==> config.mk <==
export PLATFORM = sky130hd
export DESIGN_NAME = dns_query_name_encoder_flat
export DESIGN_NICKNAME = d
export VERILOG_FILES = /design/src/rtl/dqe_pkg.sv /design/src/rtl/dqe_in_if.sv /design/src/rtl/dqe_out_if.sv /design/src/rtl/dns_query_name_encoder.sv /design/src/rtl/dqe_front.sv /design/src/rtl/dqe_queue.sv /design/src/rtl/dqe_back.sv /design/src/flat_wrapper.sv
export SDC_FILE = /design/constraint.sdc
export NUM_CORES = 1
export LEC_CHECK = 0
export BUFFER_PORTS_ARGS = -buffer_cell sky130_fd_sc_hd__buf_4
export CORE_UTILIZATION = 55
export DETAILED_ROUTE_END_ITERATION = 16
export PLACE_DENSITY = 0.81
export SYNTH_ARGS = -nofsm -noshare
export SYNTH_HDL_FRONTEND = slang
export SYNTH_HIERARCHICAL = 1
export SYNTH_SLANG_ARGS = --single-unit
==> constraint.sdc <==
create_clock -name clk -period 3 [get_ports clk]
set_clock_uncertainty 0.1 [all_clocks]
set_input_delay 0.6 -clock clk [delete_from_list [all_inputs] [get_ports clk]]
set_output_delay 0.6 -clock clk [all_outputs]
set_load 0.03 [all_outputs]
==> src/rtl/dqe_pkg.sv <==
`timescale 1ns / 1ps

package dqe_pkg;

	localparam int OFF_W = 9;
	localparam int CNT_W = 7;
	localparam int STEP_W = 5;
	localparam int QUEUE_DEPTH = 4;

	localparam logic [7:0] DOT_CHAR = 8'h2E;
	localparam logic [7:0] NAME_END_CHAR = 8'h00;
	localparam logic [15:0] QDCOUNT_WORD = 16'h0001;
	localparam logic [15:0] CLASS_IN = 16'h0001;
	localparam logic [STEP_W-1:0] LAST_STEP = 5'd17;
	localparam logic [OFF_W-1:0] FIRST_SLOT = 9'd12;
	localparam logic KIND_WRITE = 1'b0;
	localparam logic KIND_ERROR = 1'b1;

	typedef enum logic [1:0] {
		JOB_WRITE,
		JOB_ERROR,
		JOB_NAME_END
	} job_op_t;

	typedef struct packed {
		job_op_t op;
		logic [OFF_W-1:0] offset;
		logic [7:0] value;
		logic [OFF_W-1:0] pos;
		logic [15:0] query_type;
		logic [15:0] transaction_id;
		logic recursion_desired;
	} job_t;

endpackage

==> src/rtl/dqe_in_if.sv <==
`timescale 1ns / 1ps

interface dqe_in_if;
	logic valid;
	logic ready;
	logic [7:0] name_char;
	logic [15:0] transaction_id;
	logic [15:0] query_type;
	logic recursion_desired;

	modport source(output valid, name_char, transaction_id, query_type, recursion_desired,
		input ready);
	modport sink(input valid, name_char, transaction_id, query_type, recursion_desired,
		output ready);
endinterface

==> src/rtl/dqe_out_if.sv <==
`timescale 1ns / 1ps

interface dqe_out_if;
	logic valid;
	logic ready;
	logic kind;
	logic [8:0] byte_offset;
	logic [7:0] byte_value;
	logic [8:0] message_length;
	logic last_of_name;

	modport source(output valid, kind, byte_offset, byte_value, message_length, last_of_name,
		input ready);
	modport sink(input valid, kind, byte_offset, byte_value, message_length, last_of_name,
		output ready);
endinterface

==> src/rtl/dns_query_name_encoder.sv <==
`timescale 1ns / 1ps

// Streams a dotted host name in one character per item and produces addressed byte writes
// that build a DNS query (header at offsets 0-11, question from 12). Ordinary characters and
// dots each give one write; the terminating zero item gives a burst of 18 writes, one per
// cycle from the output stage while ready holds, ending with last_of_name and message_length.
// A four-entry job queue sits between the character front end and the write generator, so
// the front keeps taking characters during a burst until that queue fills. Over-long labels or
// an exhausted name budget give a single error item, and characters are then dropped until
// the zero item, which resets the encoder without output.
module dns_query_name_encoder #(
	parameter int MAX_NAME_BYTES = 255,
	parameter int MAX_LABEL_CHARS = 63
) (
	input logic clk,
	input logic arst_n,
	dqe_in_if.sink name_stream,
	dqe_out_if.source msg_writes
);

	logic push, pop, full, not_empty;
	dqe_pkg::job_t push_job, head;

	dqe_front #(
		.MAX_NAME_BYTES(MAX_NAME_BYTES),
		.MAX_LABEL_CHARS(MAX_LABEL_CHARS)
	) u_front (
		.clk(clk),
		.arst_n(arst_n),
		.chars(name_stream),
		.full(full),
		.push(push),
		.job(push_job)
	);

	dqe_queue u_queue (
		.clk(clk),
		.arst_n(arst_n),
		.push(push),
		.push_job(push_job),
		.full(full),
		.pop(pop),
		.not_empty(not_empty),
		.head(head)
	);

	dqe_back u_back (
		.clk(clk),
		.arst_n(arst_n),
		.not_empty(not_empty),
		.head(head),
		.pop(pop),
		.writes(msg_writes)
	);

endmodule

==> src/rtl/dqe_front.sv <==
`timescale 1ns / 1ps

module dqe_front #(
	parameter int MAX_NAME_BYTES = 255,
	parameter int MAX_LABEL_CHARS = 63
) (
	input logic clk,
	input logic arst_n,
	dqe_in_if.sink chars,
	input logic full,
	output logic push,
	output dqe_pkg::job_t job
);

	localparam logic [dqe_pkg::OFF_W-1:0] BUDGET_RESET = dqe_pkg::OFF_W'(MAX_NAME_BYTES - 1);
	localparam logic [dqe_pkg::CNT_W-1:0] LABEL_MAX = dqe_pkg::CNT_W'(MAX_LABEL_CHARS);

	logic [dqe_pkg::OFF_W-1:0] wpos_q, lslot_q, budget_q;
	logic [dqe_pkg::CNT_W-1:0] lcnt_q;
	logic drop_q;
	logic accept, is_end, is_dot, dot_fail, char_fail;

	assign chars.ready = !full;
	assign accept = chars.valid && chars.ready;
	assign is_end = chars.name_char == dqe_pkg::NAME_END_CHAR;
	assign is_dot = chars.name_char == dqe_pkg::DOT_CHAR;
	assign dot_fail = budget_q == '0;
	assign char_fail = (lcnt_q >= LABEL_MAX) || (budget_q <= 9'd1);

	always_comb begin
		job.op = dqe_pkg::JOB_WRITE;
		job.offset = wpos_q;
		job.value = chars.name_char;
		job.pos = wpos_q;
		job.query_type = chars.query_type;
		job.transaction_id = chars.transaction_id;
		job.recursion_desired = chars.recursion_desired;
		push = 1'b0;
		if (accept && !drop_q) begin
			push = 1'b1;
			if (is_end) begin
				job.op = dqe_pkg::JOB_NAME_END;
				job.offset = lslot_q;
				job.value = {1'b0, lcnt_q};
			end else if (is_dot) begin
				job.op = dot_fail ? dqe_pkg::JOB_ERROR : dqe_pkg::JOB_WRITE;
				job.offset = lslot_q;
				job.value = {1'b0, lcnt_q};
			end else if (char_fail) begin
				job.op = dqe_pkg::JOB_ERROR;
			end
		end
	end

	always_ff @(posedge clk or negedge arst_n) begin
		if (!arst_n) begin
			wpos_q <= dqe_pkg::FIRST_SLOT + 9'd1;
			lslot_q <= dqe_pkg::FIRST_SLOT;
			lcnt_q <= '0;
			budget_q <= BUDGET_RESET;
			drop_q <= 1'b0;
		end else if (accept) begin
			if (is_end) begin
				wpos_q <= dqe_pkg::FIRST_SLOT + 9'd1;
				lslot_q <= dqe_pkg::FIRST_SLOT;
				lcnt_q <= '0;
				budget_q <= BUDGET_RESET;
				drop_q <= 1'b0;
			end else if (!drop_q) begin
				if (is_dot) begin
					if (dot_fail) begin
						drop_q <= 1'b1;
					end else begin
						lslot_q <= wpos_q;
						wpos_q <= wpos_q + 9'd1;
						lcnt_q <= '0;
						budget_q <= budget_q - 9'd1;
					end
				end else if (char_fail) begin
					drop_q <= 1'b1;
				end else begin
					wpos_q <= wpos_q + 9'd1;
					lcnt_q <= lcnt_q + 7'd1;
					budget_q <= budget_q - 9'd1;
				end
			end
		end
	end

endmodule

==> src/rtl/dqe_queue.sv <==
`timescale 1ns / 1ps

module dqe_queue (
	input logic clk,
	input logic arst_n,
	input logic push,
	input dqe_pkg::job_t push_job,
	output logic full,
	input logic pop,
	output logic not_empty,
	output dqe_pkg::job_t head
);

	localparam int PTR_W = $clog2(dqe_pkg::QUEUE_DEPTH);
	localparam int CNT_W = $clog2(dqe_pkg::QUEUE_DEPTH + 1);

	dqe_pkg::job_t mem_q [dqe_pkg::QUEUE_DEPTH];
	logic [PTR_W-1:0] wr_q, rd_q;
	logic [CNT_W-1:0] count_q;

	assign full = count_q == CNT_W'(dqe_pkg::QUEUE_DEPTH);
	assign not_empty = count_q != '0;
	assign head = mem_q[rd_q];

	always_ff @(posedge clk) begin
		if (push) begin
			mem_q[wr_q] <= push_job;
		end
	end

	always_ff @(posedge clk or negedge arst_n) begin
		if (!arst_n) begin
			wr_q <= '0;
			rd_q <= '0;
			count_q <= '0;
		end else begin
			if (push) begin
				wr_q <= (wr_q == PTR_W'(dqe_pkg::QUEUE_DEPTH - 1)) ? '0 : wr_q + 1'b1;
			end
			if (pop) begin
				rd_q <= (rd_q == PTR_W'(dqe_pkg::QUEUE_DEPTH - 1)) ? '0 : rd_q + 1'b1;
			end
			count_q <= count_q + CNT_W'(push) - CNT_W'(pop);
		end
	end

	a_no_push_full: assert property (@(posedge clk) disable iff (!arst_n)
		push |-> !full) else $error("push into a full job queue");
	a_no_pop_empty: assert property (@(posedge clk) disable iff (!arst_n)
		pop |-> not_empty) else $error("pop from an empty job queue");
	a_count_range: assert property (@(posedge clk) disable iff (!arst_n)
		count_q <= CNT_W'(dqe_pkg::QUEUE_DEPTH)) else $error("job queue count overflow");

endmodule

==> src/rtl/dqe_back.sv <==
`timescale 1ns / 1ps

module dqe_back (
	input logic clk,
	input logic arst_n,
	input logic not_empty,
	input dqe_pkg::job_t head,
	output logic pop,
	dqe_out_if.source writes
);

	logic [dqe_pkg::STEP_W-1:0] step_q;
	logic valid_q, kind_q, last_q;
	logic [dqe_pkg::OFF_W-1:0] off_q, len_q;
	logic [7:0] val_q;
	logic load, job_done;
	logic n_kind, n_last;
	logic [dqe_pkg::OFF_W-1:0] n_off, n_len, body_off, hdr_off;
	logic [7:0] n_val;

	assign load = not_empty && (!valid_q || writes.ready);
	assign job_done = (head.op != dqe_pkg::JOB_NAME_END) || (step_q == dqe_pkg::LAST_STEP);
	assign pop = load && job_done;

	// Body trailer steps count from the terminator slot, header steps from offset 0.
	assign body_off = head.pos + dqe_pkg::OFF_W'(step_q) - 9'd1;
	assign hdr_off = dqe_pkg::OFF_W'(step_q) - 9'd6;

	always_comb begin
		n_kind = dqe_pkg::KIND_WRITE;
		n_last = 1'b0;
		n_len = '0;
		n_off = head.offset;
		n_val = head.value;
		unique case (head.op)
			dqe_pkg::JOB_WRITE: begin
			end
			dqe_pkg::JOB_ERROR: begin
				n_kind = dqe_pkg::KIND_ERROR;
				n_last = 1'b1;
				n_off = '0;
				n_val = '0;
			end
			dqe_pkg::JOB_NAME_END: begin
				if (step_q >= 5'd1 && step_q <= 5'd5) begin
					n_off = body_off;
				end else if (step_q >= 5'd6) begin
					n_off = hdr_off;
				end
				case (step_q)
					5'd0: n_val = head.value;
					5'd2: n_val = head.query_type[15:8];
					5'd3: n_val = head.query_type[7:0];
					5'd4: n_val = dqe_pkg::CLASS_IN[15:8];
					5'd5: n_val = dqe_pkg::CLASS_IN[7:0];
					5'd6: n_val = head.transaction_id[15:8];
					5'd7: n_val = head.transaction_id[7:0];
					5'd8: n_val = {7'd0, head.recursion_desired};
					5'd10: n_val = dqe_pkg::QDCOUNT_WORD[15:8];
					5'd11: n_val = dqe_pkg::QDCOUNT_WORD[7:0];
					default: n_val = '0;
				endcase
				if (step_q == dqe_pkg::LAST_STEP) begin
					n_last = 1'b1;
					n_len = head.pos + 9'd5;
				end
			end
			default: begin
			end
		endcase
	end

	always_ff @(posedge clk or negedge arst_n) begin
		if (!arst_n) begin
			valid_q <= 1'b0;
			step_q <= '0;
		end else begin
			if (load) begin
				valid_q <= 1'b1;
				step_q <= job_done ? '0 : step_q + 5'd1;
			end else if (writes.ready) begin
				valid_q <= 1'b0;
			end
		end
	end

	always_ff @(posedge clk) begin
		if (load) begin
			kind_q <= n_kind;
			off_q <= n_off;
			val_q <= n_val;
			len_q <= n_len;
			last_q <= n_last;
		end
	end

	assign writes.valid = valid_q;
	assign writes.kind = kind_q;
	assign writes.byte_offset = off_q;
	assign writes.byte_value = val_q;
	assign writes.message_length = len_q;
	assign writes.last_of_name = last_q;

	a_step_range: assert property (@(posedge clk) disable iff (!arst_n)
		step_q <= dqe_pkg::LAST_STEP) else $error("burst step out of range");
	a_error_last: assert property (@(posedge clk) disable iff (!arst_n)
		valid_q && kind_q == dqe_pkg::KIND_ERROR |-> last_q) else $error("error item not last");
	a_len_on_last: assert property (@(posedge clk) disable iff (!arst_n)
		valid_q && !last_q |-> len_q == '0) else $error("length on a non-final item");

endmodule

==> src/flat_wrapper.sv <==
// flat-port wrapper written by rule: the top's interface ports become plain ports
module dns_query_name_encoder_flat 
#(
	parameter int MAX_NAME_BYTES = 255,
	parameter int MAX_LABEL_CHARS = 63
)
  (clk, arst_n, name_stream_valid, name_stream_name_char, name_stream_transaction_id, name_stream_query_type, name_stream_recursion_desired, name_stream_ready, msg_writes_valid, msg_writes_kind, msg_writes_byte_offset, msg_writes_byte_value, msg_writes_message_length, msg_writes_last_of_name, msg_writes_ready);
  dqe_in_if name_stream_i ();
  dqe_out_if msg_writes_i ();
  input logic clk;
  input logic arst_n;
  input wire logic [$bits(name_stream_i.valid)-1:0] name_stream_valid;
  input wire logic [$bits(name_stream_i.name_char)-1:0] name_stream_name_char;
  input wire logic [$bits(name_stream_i.transaction_id)-1:0] name_stream_transaction_id;
  input wire logic [$bits(name_stream_i.query_type)-1:0] name_stream_query_type;
  input wire logic [$bits(name_stream_i.recursion_desired)-1:0] name_stream_recursion_desired;
  output wire logic [$bits(name_stream_i.ready)-1:0] name_stream_ready;
  output wire logic [$bits(msg_writes_i.valid)-1:0] msg_writes_valid;
  output wire logic [$bits(msg_writes_i.kind)-1:0] msg_writes_kind;
  output wire logic [$bits(msg_writes_i.byte_offset)-1:0] msg_writes_byte_offset;
  output wire logic [$bits(msg_writes_i.byte_value)-1:0] msg_writes_byte_value;
  output wire logic [$bits(msg_writes_i.message_length)-1:0] msg_writes_message_length;
  output wire logic [$bits(msg_writes_i.last_of_name)-1:0] msg_writes_last_of_name;
  input wire logic [$bits(msg_writes_i.ready)-1:0] msg_writes_ready;
  assign name_stream_i.valid = name_stream_valid;
  assign name_stream_i.name_char = name_stream_name_char;
  assign name_stream_i.transaction_id = name_stream_transaction_id;
  assign name_stream_i.query_type = name_stream_query_type;
  assign name_stream_i.recursion_desired = name_stream_recursion_desired;
  assign name_stream_ready = name_stream_i.ready;
  assign msg_writes_valid = msg_writes_i.valid;
  assign msg_writes_kind = msg_writes_i.kind;
  assign msg_writes_byte_offset = msg_writes_i.byte_offset;
  assign msg_writes_byte_value = msg_writes_i.byte_value;
  assign msg_writes_message_length = msg_writes_i.message_length;
  assign msg_writes_last_of_name = msg_writes_i.last_of_name;
  assign msg_writes_i.ready = msg_writes_ready;
  dns_query_name_encoder #(.MAX_NAME_BYTES(MAX_NAME_BYTES), .MAX_LABEL_CHARS(MAX_LABEL_CHARS)) u_core (.clk(clk), .arst_n(arst_n), .name_stream(name_stream_i), .msg_writes(msg_writes_i));
endmodule
== After elaboration in Yosys (flattened, before gate mapping) ==
Memories as Yosys holds them, arrays and structs flattened.
Index checks and enable logic that the tools add are counted.
Operators by class
  add/sub/neg operators: 12
  magnitude comparators: 5
  eq/ne operators: 19
  multiplexer cells: 46
  reduce and logical (&&, ||, !) cells: 21
Operators by type and width (count)
  9-bit 2-to-1 mux: 16
  8-bit case mux with 7 select lines: 1
  19-bit 2-to-1 mux: 2
  7-bit 2-to-1 mux: 5
  9-bit case mux with 2 select lines: 1
  9-bit by 1-bit subtractor with 9-bit output, second input constant: 2
  17-bit 2-to-1 mux: 1
  8-bit case mux with 2 select lines: 1
  5-bit by 3-bit equality test with 1-bit output, second input constant: 3
  1-bit 2-to-1 mux: 15
  5-bit by 2-bit equality test with 1-bit output, second input constant: 2
  5-bit by 4-bit equality test with 1-bit output, second input constant: 2
  9-bit by 1-bit adder with 9-bit output, second input constant: 1
  9-bit by 3-bit adder with 9-bit output, second input constant: 1
  9-bit by 5-bit adder with 9-bit output: 1
  9-bit by 1-bit <= comparator with 1-bit output, second input constant: 1
  9-bit logical NOT: 1
  8-bit by 6-bit equality test with 1-bit output, second input constant: 1
  8-bit logical NOT: 1
  4-bit AND reduction: 2
  7-bit by 1-bit adder with 7-bit output, second input constant: 1
  7-bit by 6-bit greater-or-equal comparator with 1-bit output, second input constant: 1
  2-bit equality test, second input constant: 3
  3-bit inequality test, second input constant: 2
  24 further kinds: 36
Storage, ports and cells
  bits in registers: 76
  memory bits (writable): 244
  input bits: 45
  output and inout port bits: 30
  word-level logic and storage cells: 119
  memories kept: 1
Memory list
  u_core.u_queue.mem_q: words 4, bits a word 61, read ports 1, clocked after Yosys merged registers in 0, wr ports 1, RTL line dqe_queue.sv:17  | dqe_pkg::job_t mem_q [dqe_pkg::QUEUE_DEPTH];

== Longest topological paths before layout ==
Gate-level depths: netlist of the first run.
  word-level depth: 7
  mapped depth: 14
  gate-level depth less buffers: 12

== Cells and area by module ==
Netlist of the first run, hierarchy kept.
By module, submodules not included
  dqe_queue: instances 1, cells an instance 355, area an instance 9287.7 µm², sequential area each 7502.2 µm²
  dqe_back: instances 1, cells an instance 280, area an instance 2666.3 µm², sequential area each 991.0 µm²
  dqe_front: instances 1, cells an instance 274, area an instance 2343.5 µm², sequential area each 890.9 µm²

== Worst setup path before layout of the first run ==
No wires, ideal clock.
  path type: register to register
  from: register u_core.u_queue.rd_q[0]
  to: register u_core.u_back.off_q (netlist bit u_core/u_back/writes.byte_offset[7]) (data pin)
  library setup time: 270 ps
  arrival: 2746 ps
  required time: 2630 ps
  setup slack: -116 ps
  cell stages (with the launch flop): 15
  path buffers: 2
  clock period less this slack: 3116 ps
  path through: dfrtp_1 > buf_6 > buf_12 > mux4_2 > inv_1 > ha_1 > inv_1 > ha_1 > inv_1 > fa_1 > nand2b_1 > a21oi_1 > o21ai_0 > a21boi_0 > o31ai_1
RTL lines
  from (decl): RTL line dqe_queue.sv:18  | logic [PTR_W-1:0] wr_q, rd_q;
  from (signal assigned): RTL line dqe_queue.sv:41  | rd_q <= (rd_q == PTR_W'(dqe_pkg::QUEUE_DEPTH - 1)) ? '0 : rd_q + 1'b1;
  to (signal assigned): RTL line dqe_back.sv:90  | off_q <= n_off;
  to (decl): RTL line dqe_back.sv:14  | logic [dqe_pkg::OFF_W-1:0] off_q, len_q;

==> flow_summary.ini, run 1 <==
[outcome]
status = finished with violations
violations = setup timing

[critical_path]
arrival_ns = 3.21
worstPathMaxFanout = 7
cp-end-kind = register
critPathKind = reg -> reg
start_kind = register
cp.required_ns = 3.20

[min_path]
hold_class = in -> reg

[clock_tree]
cts-buffers-inserted = 31
cts_root_buffer = clkbuf_16
max-clock-path-buffers = 3
tritoncts = yes
clock_sinks = 320
cts_max_level = 1
cts.reportedPaths.clkPinSlew_ns = 0.07
clock_latency_ns = 0.58

[logic_synthesis]
synth_enable_flop_cells = 272
synthArstFlopShare = 0.1500
ys_ff_latch = 320
syn_area_um2 = 14300
synthCells = 909
synth_fp_nets = 991
synth_warnings = 6
ys_types = 76
syn_area_per_cell_um2 = 15.73
synth_ff_type = edfxtp_1
synth-seq-area-share = 0.6563

[global_routing]
grt_pass1_vias = 8342
antenna_found_initial = 0
grt_max_degree = 62
grt_usage = 0.2271
grt_pass1_wl_mm = 46.07
globalRouteOverflowTotal = 0

[place]
portBuffers = 74
dp_hpwl_mm = 18.98
place_congestion = 0.9411
pre_cts_ws_ns = -0.02604

[timing]
tns_ns = -0.01221
period_share = 1.004
max_slew_margin = 0.4683
finalWorstPathRequiredPeriod_ns = 3.012
setup_ws_ns = -0.01221
worst_pin_slew_ns = 0.7976
drv_slew = 0
finalSetupViolations = 1
hold_viol_final = 0
fmax_mhz = 332.0
rsz0062_at_grt = yes

[layout]
n_fill_cell = 1681
num-nets-final = 1084
diodes = 0
drive_gt1_frac = 0.3057
syn_to_final_growth_pct = 15.06
multi_input_area_um2 = 4302
regArea_um2 = 9389

[routing]
first_pass_iters = 5
via_per_inst = 6.091
wl_per_cell_um = 21.70
drcViolationCount = 0
vias = 8266
antenna_left = 0
first_iter_violations = 734
drt-total-wl_mm = 29.44

[floorplanning]
coreArea_um2 = 25330
rows = 58
start_util = 0.5645
dieHeight_um = 163.2
die_area_um2 = 26640
die_w_um = 163.2
boundaryPins = 75

[power]
leakagePower_uw = 0.006016
total_power_uw = 12540
power_density_nw_per_um2 = 762.4
vdd_drop_max_mv = 0.5130

[run]
cap_violations = 0
-- metal layers --
metal,routed length [um],track usage,vias to the layer above
met5,0,0,-
li1,-,-,3677
met2,14780,0.3785,352
met4,594,0.06500,0
met3,1903,0.03123,51
met1,12170,0.3137,4186
-- cells by family after synthesis --
kind of cell,count (synthesis),share of synthesized area
flip-flops,320,0.6563
AND/OR/NAND/NOR,184,0.06791
AO/OA/AOI/OAI,156,0.07167
buffers and inverters,118,0.05041
multiplexers,80,0.1117
adder cells (fa/ha/maj),37,0.03343
XOR/XNOR,14,0.008576
-- cell usage after synthesis, types with 7 or more instances --
library cell | count | area, um2
and2_1 | 7 | 43.79
ha_1 | 35 | 437.9
a21o_1 | 8 | 60.06
xnor2_1 | 8 | 70.07
nand2_1 | 72 | 270.3
mux2_2 | 17 | 191.4
or4_1 | 12 | 90.09
inv_1 | 48 | 180.2
o31ai_1 | 17 | 127.6
a31oi_1 | 12 | 75.07
nor2_1 | 31 | 116.4
a21oi_1 | 29 | 145.1
o21ai_0 | 40 | 200.2
buf_2 | 15 | 75.07
mux4_2 | 58 | 1306
a22oi_1 | 9 | 67.56
a22o_1 | 7 | 61.31
dfstp_2 | 12 | 315.3
edfxtp_1 | 272 | 8168
buf_4 | 35 | 262.8
nand3_1 | 7 | 35.03
dfrtp_1 | 36 | 900.9
clkbuf_1 | 9 | 33.78
nand2b_1 | 7 | 43.79
-- report_power, final --
part / internal, uW / switching (uW) / total, uW
combinational: 1570 / 1780 / 3340
sequential: 5100 / 144 / 5240
clock: 2310 / 1640 / 3950
total: 8980 / 3560 / 12500
-- final cells by class --
class | count | area share
flip-flops and latches | 320 | 0.5707
multi-input cells | 471 | 0.2615
inverters | 48 | 0.01095
repair buffers | 130 | 0.06678
well taps | 330 | 0.02510
clock inverters | 8 | 0.006009
clock buffers | 50 | 0.05894
-- through the flow --
stage          hold WS (ns)  instances  area [um2]  utilization
2_1_floorplan        0.2044        909       14320            -
3_3_place_gp         0.3709       1290       15210       0.6007
3_5_place_dp         0.3840       1290       15210       0.6007
4_1_cts              0.1123       1352       16310       0.6441
5_1_grt              0.1101       1357       16450       0.6495
6_report             0.1295       1357       16450       0.6495
-- final timing paths --
path,startpoint,to,slack [ns],cells past startpoint
setup reg to reg,u_core/u_queue/rd_q[0]$_DFFE_PN0P_,u_core/u_back/writes.byte_offset[6]$_DFFE_PP_,-0.01,12
setup / recovery,u_core/u_queue/rd_q[0]$_DFFE_PN0P_,u_core/u_back/writes.byte_offset[6]$_DFFE_PP_,-0.01,12
hold / removal,name_stream_transaction_id[15],u_core/u_queue/mem_q[3][16]$_DFFE_PP_,0.13,1
hold reg to reg,u_core/u_front/lslot_q[3]$_DFFE_PN1P_,u_core/u_front/lslot_q[3]$_DFFE_PN1P_,0.39,2
min in group asynchronous,arst_n,u_core/u_front/budget_q[8]$_DFFE_PN0P_,0.49,2
max in group asynchronous,arst_n,u_core/u_queue/rd_q[0]$_DFFE_PN0P_,1.81,2
-- placed cells by master, fill, tap and decap left out, drive strengths merged, types with 29 or more instances in the layout --
| master | instances |
|---|---|
| nand2 | 72 |
| mux4 | 61 |
| nor2 | 32 |
| ha | 35 |
| clkbuf | 50 |
| buf | 129 |
| dfrtp | 36 |
| o21ai | 44 |
| a21oi | 29 |
| inv | 50 |
| edfxtp | 272 |
-- what timing repair did --
action,4_1_cts,5_1_grt
pin swaps,0,9
setup buffers,3,5
resized for setup,2,30
hold buffers,1,0
endpoints found under the hold margin,36,0
setup endpoints to repair,3,8
-- state kept, by name, indices dropped and copies added, names as in the netlist --
register	count
u_core/u_queue/wr_q	2
u_core/u_front/drop_q	1
u_core/u_front/lcnt_q	7
u_core/u_back/writes.last_of_name	1
u_core/u_back/writes.kind	1
u_core/u_back/writes.byte_value	8
u_core/u_back/writes.byte_offset	9
u_core/u_front/budget_q	9
u_core/u_back/step_q	5
u_core/u_queue/rd_q	2
u_core/u_queue/count_q	3
u_core/u_front/wpos_q	9
u_core/u_queue/mem_q	244
u_core/u_back/writes.valid	1
u_core/u_back/writes.message_length	9
u_core/u_front/lslot_q	9
-- critical path, stage by stage, from the launching register on --
cell	delay, ns
dfrtp_4	0.48
buf_4	0.15
mux4_2	0.53
inv_2	0.09
ha_4	0.21
inv_1	0.05
ha_1	0.22
a21oi_1	0.18
o21ai_0	0.09
buf_4	0.15
a31oi_2	0.19
xor2_1	0.18
o22ai_1	0.11
(Power assumes the default switching activity.)
==> run 2, diff against run 1 <==
CORE_ASPECT_RATIO = 1.2   (was default)
==> flow_summary.ini, run 2 (synthesized netlist as in run 1, its figures left out) <==
[outcome]
status = finished, final reports clean

[clock_tree]
cts-buffers-inserted = 29
clock_sinks = 320
cts_max_level = 1
cts.reportedPaths.clkPinSlew_ns = 0.07
clock_latency_ns = 0.55
tritoncts = yes
cts_root_buffer = clkbuf_16
max-clock-path-buffers = 3

[power]
power_density_nw_per_um2 = 747.7
vdd_drop_max_mv = 0.4428
p_int_uw = 8699
switchingPower_uw = 3510
combPwrFrac = 0.280
seqPwrFrac = 0.430
sw_frac_of_total = 0.2875
clockPowerShare = 0.290
leakagePower_uw = 0.005966

[floorplanning]
rows = 64
coreArea_um2 = 25540
die_area_um2 = 26650
start_util = 0.5597
dieHeight_um = 178.6
boundaryPins = 75
die_w_um = 149.2

[timing]
drv_slew = 0
period_share = 0.9846
finalSetupViolations = 0
hold_viol_final = 0
finalWorstPathRequiredPeriod_ns = 2.954
rsz0062_at_grt = yes
max_slew_margin = 0.5315
fmax_mhz = 338.5
setup_ws_ns = 0.04622
hold_ws_ns = 0.1533
worst_pin_slew_ns = 0.7028

[critical_path]
ff2ff_path_depth = 12
worst_path_largest_cell_delay_ns = 0.54
path_depth = 12
worstPathMaxFanout = 6
cpLargestDelayFamily = adder cells
worstSetupStartpoint = u_core/u_queue/rd_q[0]$_DFFE_PN0P_
reg2reg_from = u_core/u_queue/rd_q[0]$_DFFE_PN0P_
cp_num_buf_inv = 3
critPathSlowestCell = mux4_2
critPathKind = reg -> reg
cp-end-kind = register
start_kind = register
cp.required_ns = 3.27
arrival_ns = 3.23
cp_cell_sequence = mux4_2, inv_2, ha_4, inv_4, ha_4, inv_2, fa_2, nand2b_4, a21oi_4, o21ai_2, nor3b_2, o31ai_1

[routing]
antenna_left = 0
drt-total-wl_mm = 30.03
first_iter_violations = 762
drcViolationCount = 0
via_per_inst = 6.078
wl_per_cell_um = 22.20
first_pass_iters = 7
vias = 8224

[global_routing]
grt_pass1_wl_mm = 45.99
grt_max_degree = 62
grt_pass1_vias = 8326
grt_usage = 0.2290
globalRouteOverflowTotal = 0
antenna_found_initial = 0

[layout]
n_fill_cell = 1680
largest_register_ff_count = 244
final_cell_mix = edfxtp_1 (272), buf_4 (122), nand2_1 (72), mux4_2 (59), inv_1 (41)
drive_gt1_frac = 0.3040
num-nets-final = 1084
syn_to_final_growth_pct = 14.20
largest-register = u_core/u_queue/mem_q
diodes = 0
layout.cells.most_common = edfxtp_1

[place]
pre_cts_ws_ns = -0.05468
portBuffers = 74
dp_hpwl_mm = 18.76
place_congestion = 0.8882

[min_path]
whs_path_depth = 1
hp-start = name_stream_query_type[10]
hold_class = in -> reg

[run]
cap_violations = 0
==> run 2: cell count changes in the layout (fill, tap and decap cells not counted), moves of 2 or more <==
cell	previous run	this run
buf_12	9	6
buf_4	118	122
clkbuf_16	33	29
clkbuf_8	8	2
clkinv_1	0	2
clkinv_2	0	3
inv_1	39	41
inv_2	9	6
==> run 2: timing repair <==
item | CTS | global route
endpoints found under the setup margin | 7 | 11
pin swaps | 0 | 9
setup buffers | 3 | 8
gates cloned | 0 | 0
hold endpoints to repair | 12 | 0
hold buffers | 1 | 0
gates resized for setup | 4 | 34
==> run 2: cell type report <==
class,instances,area [um2],share of cell area
flip-flops and latches,320,9389,0.5750
well taps,330,412.9,0.02529
clock inverters,12,123.9,0.007586
clock buffers,40,787.0,0.04820
inverters,48,182.7,0.01119
repair buffers,132,1080,0.06613
multi-input cells,471,4353,0.2666
==> run 2: final timing paths <==
path                                                                 endpoint  slack, ns
worst max-delay path            u_core/u_back/writes.byte_offset[7]$_DFFE_PP_       0.05
worst min-delay path                    u_core/u_queue/mem_q[2][27]$_DFFE_PP_       0.15
worst min register to register          u_core/u_front/lslot_q[3]$_DFFE_PN1P_       0.39
max in group asynchronous                  u_core/u_queue/rd_q[0]$_DFFE_PN0P_       1.77
worst max register to register  u_core/u_back/writes.byte_offset[7]$_DFFE_PP_       0.05
min in group asynchronous                u_core/u_front/wpos_q[5]$_DFFE_PN0P_       0.52
==> run 2: stage by stage <==
| step | cells | total power, uW | TNS [ns] | instance area [um2] | utilization |
|---|---|---|---|---|---|
| finish | 1353 | 12210 | 0 | 16330 | 0.6392 |
| global route | 1353 | 12680 | -0.2406 | 16330 | 0.6392 |
| detailed placement | 1289 | 8484 | -0.06757 | 15170 | 0.5938 |
| CTS | 1345 | 12080 | -0.01124 | 16120 | 0.6310 |
| floorplan | 909 | 7735 | -0.01958 | 14320 | - |
| global placement | 1289 | 8413 | 0 | 15170 | 0.5938 |
==> run 2: power by group through the flow <==
| stage | Clock [uW] | Sequential (uW) | Combinational, uW |
|---|---|---|---|
| 4_1_cts | 3600 | 5250 | 3230 |
| 6_report | 3540 | 5250 | 3420 |
| 3_5_place_dp | 0 | 5340 | 3150 |
| 3_3_place_gp | 0 | 5340 | 3080 |
| 5_1_grt | 3770 | 5280 | 3640 |
| 2_1_floorplan | 0 | 5610 | 2130 |
==> run 2: routing by layer <==
metal	track usage	part of all wire
met5	0	0
met4	0.07270	0.027
met3	0.03811	0.074
met2	0.3979	0.51
met1	0.2932	0.38
==> run 3, diff against run 2 <==
CORE_MARGIN = 5   (was default)
==> flow_summary.ini, run 3 (synthesized netlist as in run 1, its figures left out) <==
[outcome]
status = finished, final reports clean

[floorplanning]
coreArea_um2 = 25540
dieHeight_um = 186.6
rows = 64
die_area_um2 = 29330
boundaryPins = 75
die_w_um = 157.2
start_util = 0.5597

[power]
vdd_drop_max_mv = 0.4587
total_power_uw = 12320
sw_frac_of_total = 0.2823
combPwrFrac = 0.271
p_int_uw = 8841
switchingPower_uw = 3478
clockPowerShare = 0.302
power_density_nw_per_um2 = 754.8
seqPwrFrac = 0.426
leakagePower_uw = 0.005968

[layout]
final_cell_mix = edfxtp_1 (272), buf_4 (117), nand2_1 (72), mux4_2 (59), inv_1 (42)
drive_gt1_frac = 0.2923
largest_register_ff_count = 244
diodes = 0
layout.cells.non_filler = 1353
largest-register = u_core/u_queue/mem_q
num-nets-final = 1081
layout.cells.most_common = edfxtp_1
utilization = 0.6390
syn_to_final_growth_pct = 14.16

[global_routing]
grt_pass1_wl_mm = 47.91
globalRouteOverflowTotal = 0
grt_usage = 0.2057
grt_pass1_vias = 8703
antenna_found_initial = 0
grt_max_degree = 62

[critical_path]
cp-end-kind = register
start_kind = register
cpLargestDelayFamily = adder cells
critPathKind = reg -> reg
crit_top_cell = ha_4
worst_path_largest_cell_delay_ns = 0.55
cp.required_ns = 3.27
critPathSlowestCell = mux4_2
arrival_ns = 3.24
cp_cell_sequence = mux4_2, inv_2, ha_4, inv_4, ha_4, inv_1, fa_2, nand2b_4, a21oi_4, o21ai_2, nor3b_2, o31ai_1
r2r_setup_slack_ns = 0.03
cp_num_buf_inv = 3
worstPathMaxFanout = 6

[routing]
drcViolationCount = 0
first_iter_violations = 652
wl_per_cell_um = 22.36
first_pass_iters = 5
via_per_inst = 6.110
antenna_left = 0
drt-total-wl_mm = 30.25
vias = 8267

[place]
place_congestion = 0.8992
place_inst = 1291
dp_hpwl_mm = 18.67
pre_cts_ws_ns = -0.01941
portBuffers = 74

[clock_tree]
clock_sinks = 320
max-clock-path-buffers = 3
cts_root_buffer = clkbuf_16
tritoncts = yes
cts_max_level = 1
cts-buffers-inserted = 30
clock_latency_ns = 0.55
cts.reportedPaths.clkPinSlew_ns = 0.06

[timing]
finalSetupViolations = 0
fmax_mhz = 336.8
drv_slew = 0
period_share = 0.9898
worst_pin_slew_ns = 0.7765
hold_viol_final = 0
tns_ns = 0
finalWorstPathRequiredPeriod_ns = 2.969
rsz0062_at_grt = yes
max_slew_margin = 0.4824
setup_ws_ns = 0.03057

[min_path]
hold_class = in -> reg

[run]
cap_violations = 0
## run 3: changes by cell type in the layout (fill, tap and decap cells not counted), sizes merged
cell	previous run	this run
bufinv	2	3
clkinvlp	2	0
inv	50	48
buf	131	127
clkinv	6	8
clkbuf	40	45
## run 3: final cells by class
class | count | area (um2)
sequential | 320 | 9389
timing repair buffer | 128 | 1066
clock buffer | 45 | 838.3
multi-input combinational | 471 | 4308
inverter | 48 | 182.7
clock inverter | 11 | 125.1
fill | 1713 | 9223
tap | 330 | 412.9
## run 3: worst paths after layout
kind / to / cells after the start / start
worst min register to register: u_core/u_front/lslot_q[2]$_DFFE_PN1P_ / 2 / u_core/u_front/lslot_q[2]$_DFFE_PN1P_
worst max register to register: u_core/u_back/writes.byte_offset[7]$_DFFE_PP_ / 12 / u_core/u_queue/rd_q[0]$_DFFE_PN0P_
worst min-delay path: u_core/u_queue/mem_q[0][9]$_DFFE_PP_ / 1 / name_stream_transaction_id[8]
min in group asynchronous: u_core/u_front/wpos_q[5]$_DFFE_PN0P_ / 2 / arst_n
worst max-delay path: u_core/u_back/writes.byte_offset[7]$_DFFE_PP_ / 12 / u_core/u_queue/rd_q[0]$_DFFE_PN0P_
max in group asynchronous: u_core/u_queue/rd_q[1]$_DFFE_PN0P_ / 2 / arst_n
## run 3: routing by layer
metal	track usage	vias up	part of all wire
met2	0.3500	356	0.52
met4	0.04568	0	0.016
met1	0.2795	4202	0.39
met5	0	-	0
li1	-	3663	-
met3	0.03638	46	0.072
## run 3: power groups by stage
stage | Combinational, uW | Sequential, uW | Clock, uW
final | 3340 | 5250 | 3720
after global routing | 3610 | 5270 | 3970
after CTS | 3200 | 5250 | 3770
after detailed placement | 3110 | 5340 | 0
after global placement | 3060 | 5330 | 0
after floorplan | 2130 | 5610 | 0
## run 3: per-stage QoR
| stage | instance area [um2] | hold WS (ns) |
|---|---|---|
| after global placement | 15180 | 0.3704 |
| final | 16320 | 0.1548 |
| after detailed placement | 15180 | 0.3741 |
| after floorplan | 14320 | 0.2044 |
| after CTS | 16170 | 0.1359 |
| after global routing | 16320 | 0.1400 |
## run 3: what timing repair did
item | 4_1_cts | 5_1_grt
resized for setup | 2 | 32
endpoints found under the setup margin | 3 | 7
endpoints found under the hold margin | 19 | 0
pin swaps | 1 | 3
hold buffers | 1 | 0
buffers inserted | 1 | 4
